## src/rtl/core/fvn_pkg.sv

```systemverilog
// Shared types, constants and the hash lookup table for the fractal value noise core.
`default_nettype none
package fvn_pkg;

    localparam int FRAC_BITS = 16;
    localparam int INT_BITS  = 8;
    localparam int COORD_W   = INT_BITS + FRAC_BITS;
    localparam int OUT_W     = 16;
    localparam int PROD_SH   = 32 - FRAC_BITS;

    localparam int ADDR_W = 4;
    localparam int DATA_W = 32;

    localparam logic [1:0] REG_SEED = 2'd0;
    localparam logic [1:0] REG_FREQ = 2'd1;
    localparam logic [1:0] REG_OCT  = 2'd2;

    localparam logic [23:0] FREQ_RESET = 24'h010000;
    localparam logic [3:0]  OCT_RESET  = 4'd1;

    typedef logic [COORD_W-1:0] coord_word_t;

    typedef struct packed {
        coord_word_t x;
        coord_word_t y;
        coord_word_t z;
    } coord_t;

    localparam logic [7:0] PERM [256] = '{
        8'd208, 8'd34,  8'd231, 8'd213, 8'd32,  8'd248, 8'd233, 8'd56,  8'd161, 8'd78,
        8'd24,  8'd140, 8'd71,  8'd48,  8'd140, 8'd254, 8'd245, 8'd255, 8'd247, 8'd247,
        8'd40,  8'd185, 8'd248, 8'd251, 8'd245, 8'd28,  8'd124, 8'd204, 8'd204, 8'd76,
        8'd36,  8'd1,   8'd107, 8'd28,  8'd234, 8'd163, 8'd202, 8'd224, 8'd245, 8'd128,
        8'd167, 8'd204, 8'd9,   8'd92,  8'd217, 8'd54,  8'd239, 8'd174, 8'd173, 8'd102,
        8'd193, 8'd189, 8'd190, 8'd121, 8'd100, 8'd108, 8'd167, 8'd44,  8'd43,  8'd77,
        8'd180, 8'd204, 8'd8,   8'd81,  8'd70,  8'd223, 8'd11,  8'd38,  8'd24,  8'd254,
        8'd210, 8'd210, 8'd177, 8'd32,  8'd81,  8'd195, 8'd243, 8'd125, 8'd8,   8'd169,
        8'd112, 8'd32,  8'd97,  8'd53,  8'd195, 8'd13,  8'd203, 8'd9,   8'd47,  8'd104,
        8'd125, 8'd117, 8'd114, 8'd124, 8'd165, 8'd203, 8'd181, 8'd235, 8'd193, 8'd206,
        8'd70,  8'd180, 8'd174, 8'd0,   8'd167, 8'd181, 8'd41,  8'd164, 8'd30,  8'd116,
        8'd127, 8'd198, 8'd245, 8'd146, 8'd87,  8'd224, 8'd149, 8'd206, 8'd57,  8'd4,
        8'd192, 8'd210, 8'd65,  8'd210, 8'd129, 8'd240, 8'd178, 8'd105, 8'd228, 8'd108,
        8'd245, 8'd148, 8'd140, 8'd40,  8'd35,  8'd195, 8'd38,  8'd58,  8'd65,  8'd207,
        8'd215, 8'd253, 8'd65,  8'd85,  8'd208, 8'd76,  8'd62,  8'd3,   8'd237, 8'd55,
        8'd89,  8'd232, 8'd50,  8'd217, 8'd64,  8'd244, 8'd157, 8'd199, 8'd121, 8'd252,
        8'd90,  8'd17,  8'd212, 8'd203, 8'd149, 8'd152, 8'd140, 8'd187, 8'd234, 8'd177,
        8'd73,  8'd174, 8'd193, 8'd100, 8'd192, 8'd143, 8'd97,  8'd53,  8'd145, 8'd135,
        8'd19,  8'd103, 8'd13,  8'd90,  8'd135, 8'd151, 8'd199, 8'd91,  8'd239, 8'd247,
        8'd33,  8'd39,  8'd145, 8'd101, 8'd120, 8'd99,  8'd3,   8'd186, 8'd86,  8'd99,
        8'd41,  8'd237, 8'd203, 8'd111, 8'd79,  8'd220, 8'd135, 8'd158, 8'd42,  8'd30,
        8'd154, 8'd120, 8'd67,  8'd87,  8'd167, 8'd135, 8'd176, 8'd183, 8'd191, 8'd253,
        8'd115, 8'd184, 8'd21,  8'd233, 8'd58,  8'd129, 8'd233, 8'd142, 8'd39,  8'd128,
        8'd211, 8'd118, 8'd137, 8'd139, 8'd255, 8'd114, 8'd20,  8'd218, 8'd113, 8'd154,
        8'd27,  8'd127, 8'd246, 8'd250, 8'd1,   8'd8,   8'd198, 8'd250, 8'd209, 8'd92,
        8'd222, 8'd173, 8'd21,  8'd88,  8'd102, 8'd219
    };

endpackage
`default_nettype wire

```

## src/rtl/core/fvn_div.sv

```systemverilog
// Pipelined restoring divider: normalizes the octave sum by 256 times the weight total.
`default_nettype none
module fvn_div #(
    parameter int DW    = 8,
    parameter int ACC_W = 32
) (
    input  wire logic                      clk,
    input  wire logic                      rst_n,
    input  wire logic                      in_valid,
    input  wire logic [ACC_W-1:0]          in_acc,
    input  wire logic [DW-1:0]             divisor,
    output logic                           out_valid,
    output logic [fvn_pkg::OUT_W-1:0]      quotient
);
    localparam int QB = fvn_pkg::OUT_W;

    logic [QB:0]    vld_reg;
    logic [DW-1:0]  rem_reg [QB+1];
    logic [QB-1:0]  bits_reg [QB+1];
    logic [DW:0]    trial [QB];
    logic           ge [QB];
    logic [DW:0]    diff [QB];

    always_comb
    begin
        for (int k = 0; k < QB; k++)
        begin
            trial[k] = {rem_reg[k], bits_reg[k][QB-1]};
            ge[k]    = trial[k] >= {1'b0, divisor};
            diff[k]  = trial[k] - {1'b0, divisor};
        end
    end

    always_ff @(posedge clk or negedge rst_n)
    begin
        if (!rst_n)
        begin
            vld_reg <= '0;
        end
        else
        begin
            vld_reg <= {vld_reg[QB-1:0], in_valid};
        end
    end

    // drop the low 8 bits of the sum, then one quotient bit per stage
    always_ff @(posedge clk)
    begin
        rem_reg[0]  <= in_acc[ACC_W-1:QB+8];
        bits_reg[0] <= in_acc[QB+7:8];
        for (int k = 0; k < QB; k++)
        begin
            rem_reg[k+1]  <= ge[k] ? diff[k][DW-1:0] : trial[k][DW-1:0];
            bits_reg[k+1] <= {bits_reg[k][QB-2:0], ge[k]};
        end
    end

    assign out_valid = vld_reg[QB];
    assign quotient  = bits_reg[QB];

endmodule
`default_nettype wire

```

## config.mk

```make
export PLATFORM = sky130hd
export DESIGN_NAME = fvn_div
export DESIGN_NICKNAME = d
export VERILOG_FILES = /design/src/rtl/core/fvn_pkg.sv /design/src/rtl/core/fvn_div.sv
export SDC_FILE = /design/constraint.sdc
export NUM_CORES = 1
export LEC_CHECK = 0
export BUFFER_PORTS_ARGS = -buffer_cell sky130_fd_sc_hd__buf_2
export CAP_MARGIN = 25
export CORE_MARGIN = 2
export CORE_UTILIZATION = 50
export CTS_CLUSTER_DIAMETER = 50
export CTS_CLUSTER_SIZE = 16
export DETAILED_ROUTE_END_ITERATION = 10
export GPL_TIMING_DRIVEN = 0
export HOLD_SLACK_MARGIN = 0.12
export PLACE_DENSITY_LB_ADDON = 0.15
export REMOVE_ABC_BUFFERS = 1
export SLEW_MARGIN = 20
export SYNTH_ARGS = -nofsm -noshare
export SYNTH_HDL_FRONTEND = slang
export SYNTH_SLANG_ARGS = --single-unit
```

## constraint.sdc

```tcl
create_clock -name clk -period 3.6 [get_ports clk]
set_input_delay 0.72 -clock clk [delete_from_list [all_inputs] [get_ports clk]]
set_output_delay 0.72 -clock clk [all_outputs]
set_load 0.05 [all_outputs]
```

Word-level counts from Yosys, hierarchy flattened. Memories as Yosys holds them, arrays and structs flattened. Cells that the tools add are included.

Bits in registers: 17. Memory bits (writable): 408. Logic and storage cells: 51. Input port bits: 43. Memories kept: 2. Output and inout port bits: 17.

Memories: bits_reg (depth 17, bits a word 16, read ports 17, clocked after memory_dff 0, wr ports 17, line fvn_div.sv:19) `logic [QB-1:0] bits_reg [QB+1];`; rem_reg (depth 17, bits a word 8, read ports 16, clocked after memory_dff 0, wr ports 17, line fvn_div.sv:18) `logic [DW-1:0] rem_reg [QB+1];`.

Magnitude comparators: 16. Mux-type cells: 16. Add/subtract/negate cells: 16.

Operators by type and width (count): 9-bit by 8-bit >= comparator with 1-bit output (16); 8-bit two-way mux (16); 8-bit subtractor (16).

Logic depth before layout (Yosys ltp).
Depth after elaboration: 2. Depth in mapped cells: 9. Depth with buffers taken out: 8.

Worst setup path after synthesis. No wires, ideal clock.

Kind: in2reg. Start point: input divisor[5]. End point: memory rem_reg[4][2] (netlist: rem_reg[0][34]). Required time: 3479 ps. Buffers on the path: 2. Setup slack: 850 ps. Cell stages on the path: 9. Data arrival time: 2629 ps. Library setup time: 121 ps. Cell sequence: inv_1 > ha_1 > clkbuf_1 > nand3_1 > nor3_1 > a2111oi_0 > o21a_1 > buf_4 > mux2_2.

RTL lines: from (decl) (line fvn_div.sv:11) `input wire logic [DW-1:0] divisor,`; to (decl) (line fvn_div.sv:18).

==> results list <==
- At the worst endpoint, the arrival time is 3.58 ns.
* Number of nets in the finished design: approximately 1.6k
- Sum of overflow across all layers after global routing: 0
* Unrepaired setup endpoints after global routing: false
- The Yosys step of the flow raised 0 warnings.
- Library cell with the largest summed area after synthesis: sky130_fd_sc_hd__dfxtp_1
* Number of antenna violations at the first check in global routing: 0
- Worst-Skew Late Latency: between 0.5 and 0.6 ns
- After legalization and detailed placement, the total HPWL measured 18.1 mm.
- Post-synth ARST share: 4.08%
- Summing all non-filler instances in the final layout gives an area of approximately 18000 sq um.
- After synthesis, the largest family of logic cells by area is compound AO/OA/AOI/OAI gates.
* Total number of vias: approximately 9.6k
- Setup CP Type: in -> reg
- Core area: 30700 sq um
- In the final layout, the share of cells above drive strength 1 is roughly 15%.
* Power density over the cells: 978 nW/um^2
* Fill count: ~2.6k
* Maximum fanout along the worst path: 16
* Time the final worst path needs with I/O delays and setup: around 3.2 ns
- Before antenna repair, the detailed router went through 4 iterations.
- Averaged over all synthesized cells, the footprint is between 10 and 15 sq um.
- Leaving out fill and tap cells, the most frequent cell in the layout is sky130_fd_sc_hd__dfxtp_1.
- The flow ran to the end, and the final reports show no timing, DRC or antenna violations.
* Hold/Removal Path Class: in -> reg
* Startpoint Class: input port
* Die Y: 181 um
* Area taken by flip-flops and latches: between 8000 and 9000 sq um
- After Yosys synthesis, full adders, half adders and majority gates account for 12.1% of the synthesized area.
- Worst setup EP type: register
- Overall power consumption after layout is estimated at approximately 17 mW.
- After Yosys synthesis, XOR and XNOR cells account for under 10% of the synthesized area.
- Distinct cells, synth: 51
* Mean routed wirelength per cell: ~14 um
- Summing the areas of all compound-gate instances in the mapped netlist gives roughly an eighth of the synthesized area.
* Final hold vios: 0
* Area share of the leading cell type in the synthesized netlist: between 50% and 60%
- Post-synth top flop: sky130_fd_sc_hd__dfxtp_1
* P_leak: between 7 and 8 nW
- For the pin with the worst max-slew slack, the measured transition is between 0.9 and 1 ns.
- Worst setup skew after layout: 0.0129 ns
- Commonest cells after routing, fill and taps aside: sky130_fd_sc_hd__dfxtp_1 (400), sky130_fd_sc_hd__ha_1 (128), sky130_fd_sc_hd__inv_1 (82), sky130_fd_sc_hd__mux2_2 (74), sky130_fd_sc_hd__nor2_1 (54)
- Combined global-route utilization of all metal layers: between 15 and 20%
- Multiplexer fraction of the synthesized cell area: under 10%
- Number of routed nets with antenna violations: 0
- The cell area that synthesis handed to floorplanning was 15700 sq um.
- Headroom to the max-slew limit: roughly a third
* R2r worst-path depth: 5
* # Max-Cap Violations: 0
* Number of DRC markers in iteration 0: between 400 and 500
- Setup violations remaining at the end of the flow were counted as 0.
- I/O pins: 60
- Data on the critical path is required at its endpoint by about 4.0 ns.
- Initial Utilization: about 51%
- Summing the areas of all and, or, nand and nor instances in the mapped netlist gives under 10% of the synthesized area.
- Peak ir drop on the vdd network: between 400 and 500 uV
* Final wirelength: between 20 and 30 mm
- Number of slew-limit violations in the final report: 0
- The first global-routing pass estimated 44.3 mm of wire.
- The finished layout holds 1835 standard cells, fillers aside.
* Layout-stage area growth over the synthesis result: 12.5%
- Cells after DPL: 1758
- The via count of the first global-routing pass was 9286.
- Clock Root Buffer: sky130_fd_sc_hd__clkbuf_16
- Full die area: between 30000 and 40000 sq um
- In this run the cell area measured after placement is between 15000 and 20000 sq um.
- Ranked by total cell area, the synthesized netlist is headed by sky130_fd_sc_hd__dfxtp_1 (51%), sky130_fd_sc_hd__ha_1 (10%), sky130_fd_sc_hd__mux2_2 (5.3%).
- Peak clock frequency supported by timing: around 310 MHz
- Global placement routability congestion: 0.806
- Ratio of final minimum period to clock period: about nine tenths
* Per-cell via count in the routed design: between 5 and 6
- Final total negative setup slack: 0 ns
- Clock buffer count from CTS: 41
- Along the worst hold path, the cell count comes to 1.
- Clock Sinks: approximately 420
- The register with the most flip-flops in the layout has 272 of them.
- The count of buffers added on input and output ports is 51.
- No sink is reached through more buffers than the 3 on the longest clock path.
- TritonCTS built the clock tree.
* Post-synthesis sequential area ratio: between 50% and 60%
- From left edge to right edge, the die measures between 150 and 200 um.
- For this run, design rule violations remaining after detail routing come to 0.
- The floorplan has 64 rows.
- In this run, synthesis inferred 0 flip-flops with an integrated enable.
- Counting flops and latches in the post-synthesis netlist gives between 400 and 500.
* Level count of the clock H-tree: 2
- For this run, the share of the core covered by cells in the final layout is 57.4%.
- 0 antenna diodes ended up in the layout.
- In the final layout, the multi-input gates occupy roughly 6700 sq um.
- Synthesis produced a netlist whose cell count is 1349.
* Pin count of the biggest net entering global routing: 18
- Clock transition time at the flip-flop clock pins of the worst setup and hold paths: roughly 0.060 ns
repair_timing:
action	4_1_cts	5_1_grt
endpoints found under the hold margin	17	0
resized for setup	1	0
buffers inserted	5	0
endpoints found under the setup margin	1	0
hold buffers	1	0
final timing paths:
path / from / end / slack (ns)
worst min register to register: bits_reg[0][129] / bits_reg[0][146] / 0.32
min in group asynchronous: rst_n / vld_reg[15] / 0.65
worst max register to register: rem_reg[0][29] / rem_reg[0][34] / 1.28
worst max-delay path: divisor[1] / rem_reg[0][110] / 0.42
worst min-delay path: in_acc[28] / rem_reg[0][4] / 0.29
max in group asynchronous: rst_n / vld_reg[2] / 2.69
worst max-delay path, stage by stage:
cell and delay, ns:
sky130_fd_sc_hd__buf_2 0.62, sky130_fd_sc_hd__clkinvlp_4 0.23, sky130_fd_sc_hd__buf_4 0.25, sky130_fd_sc_hd__ha_1 0.33
sky130_fd_sc_hd__nand3_1 0.10, sky130_fd_sc_hd__nor3_1 0.05, sky130_fd_sc_hd__a2111oi_0 0.43, sky130_fd_sc_hd__o21a_1 0.43
sky130_fd_sc_hd__mux2_2 0.39
cell usage after synthesis, types with 3 or more instances:
library cell / count
sky130_fd_sc_hd__dfxtp_1: 400
sky130_fd_sc_hd__ha_1: 128
sky130_fd_sc_hd__inv_1: 83
sky130_fd_sc_hd__mux2_2: 74
sky130_fd_sc_hd__nor2_1: 54
sky130_fd_sc_hd__a21oi_1: 50
sky130_fd_sc_hd__o21ai_0: 47
sky130_fd_sc_hd__a21o_1: 43
sky130_fd_sc_hd__nor3_1: 37
sky130_fd_sc_hd__nand3_1: 35
sky130_fd_sc_hd__xnor2_1: 35
sky130_fd_sc_hd__mux2i_1: 30
sky130_fd_sc_hd__nand2b_1: 28
sky130_fd_sc_hd__buf_4: 23
sky130_fd_sc_hd__nand2_1: 23
sky130_fd_sc_hd__a211oi_1: 22
sky130_fd_sc_hd__o21a_1: 22
sky130_fd_sc_hd__clkbuf_1: 17
sky130_fd_sc_hd__dfrtp_1: 17
sky130_fd_sc_hd__a211o_1: 16
sky130_fd_sc_hd__fa_1: 15
sky130_fd_sc_hd__a311o_1: 14
sky130_fd_sc_hd__nor2b_1: 14
sky130_fd_sc_hd__nor4_1: 14
sky130_fd_sc_hd__o31a_1: 13
sky130_fd_sc_hd__a31oi_1: 10
sky130_fd_sc_hd__nor3b_1: 10
sky130_fd_sc_hd__xor2_1: 10
sky130_fd_sc_hd__a2111oi_0: 8
sky130_fd_sc_hd__o311a_1: 8
sky130_fd_sc_hd__and3_1: 7
sky130_fd_sc_hd__a311oi_1: 5
sky130_fd_sc_hd__or3_1: 5
sky130_fd_sc_hd__a41o_1: 4
sky130_fd_sc_hd__a41oi_2: 4
sky130_fd_sc_hd__mux2_4: 4
sky130_fd_sc_hd__o21bai_1: 3
layout make-up:
class | instances | area share, %
Clock buffer | 49 | 6.33
Clock inverter | 22 | 1.30
Inverter | 83 | 1.78
Multi-Input combinational cell | 808 | 37.9
Sequential cell | 417 | 47.7
Tap cell | 396 | 2.80
Timing Repair Buffer | 60 | 2.09
per-layer routing:
layer,vias to the layer above,global-route usage (%),part of all wire (%)
met5,-,0,0
met3,42,2.80,3.4
li1,4949,-,-
met2,127,28.4,47
met4,0,4.68,2.0
met1,4457,21.0,48
cells by family after synthesis:
family | Yosys count
AO/OA/AOI/OAI | 280
adder cells (fa/ha/maj) | 143
XOR/XNOR | 45
multiplexers | 108
buffers and inverters | 124
AND/OR/NAND/NOR | 232
flip-flops | 417
where the power goes:
group	total [mW]	internal (mW)	switching, mW
combinational	6.56	3.15	3.41
clock	4.17	2.36	1.81
sequential	6.55	6.04	0.509
total	17.3	11.6	5.73
stage by stage:
step | hold slack [ns] | setup slack [ns]
6_report | 0.287 | 0.423
5_1_grt | 0.254 | 0.110
4_1_cts | 0.256 | 0.416
3_5_place_dp | 0.312 | -0.551
3_3_place_gp | 0.310 | -0.526
2_1_floorplan | 0.310 | 0.773
Note: power is estimated with default switching activity, not from simulation.
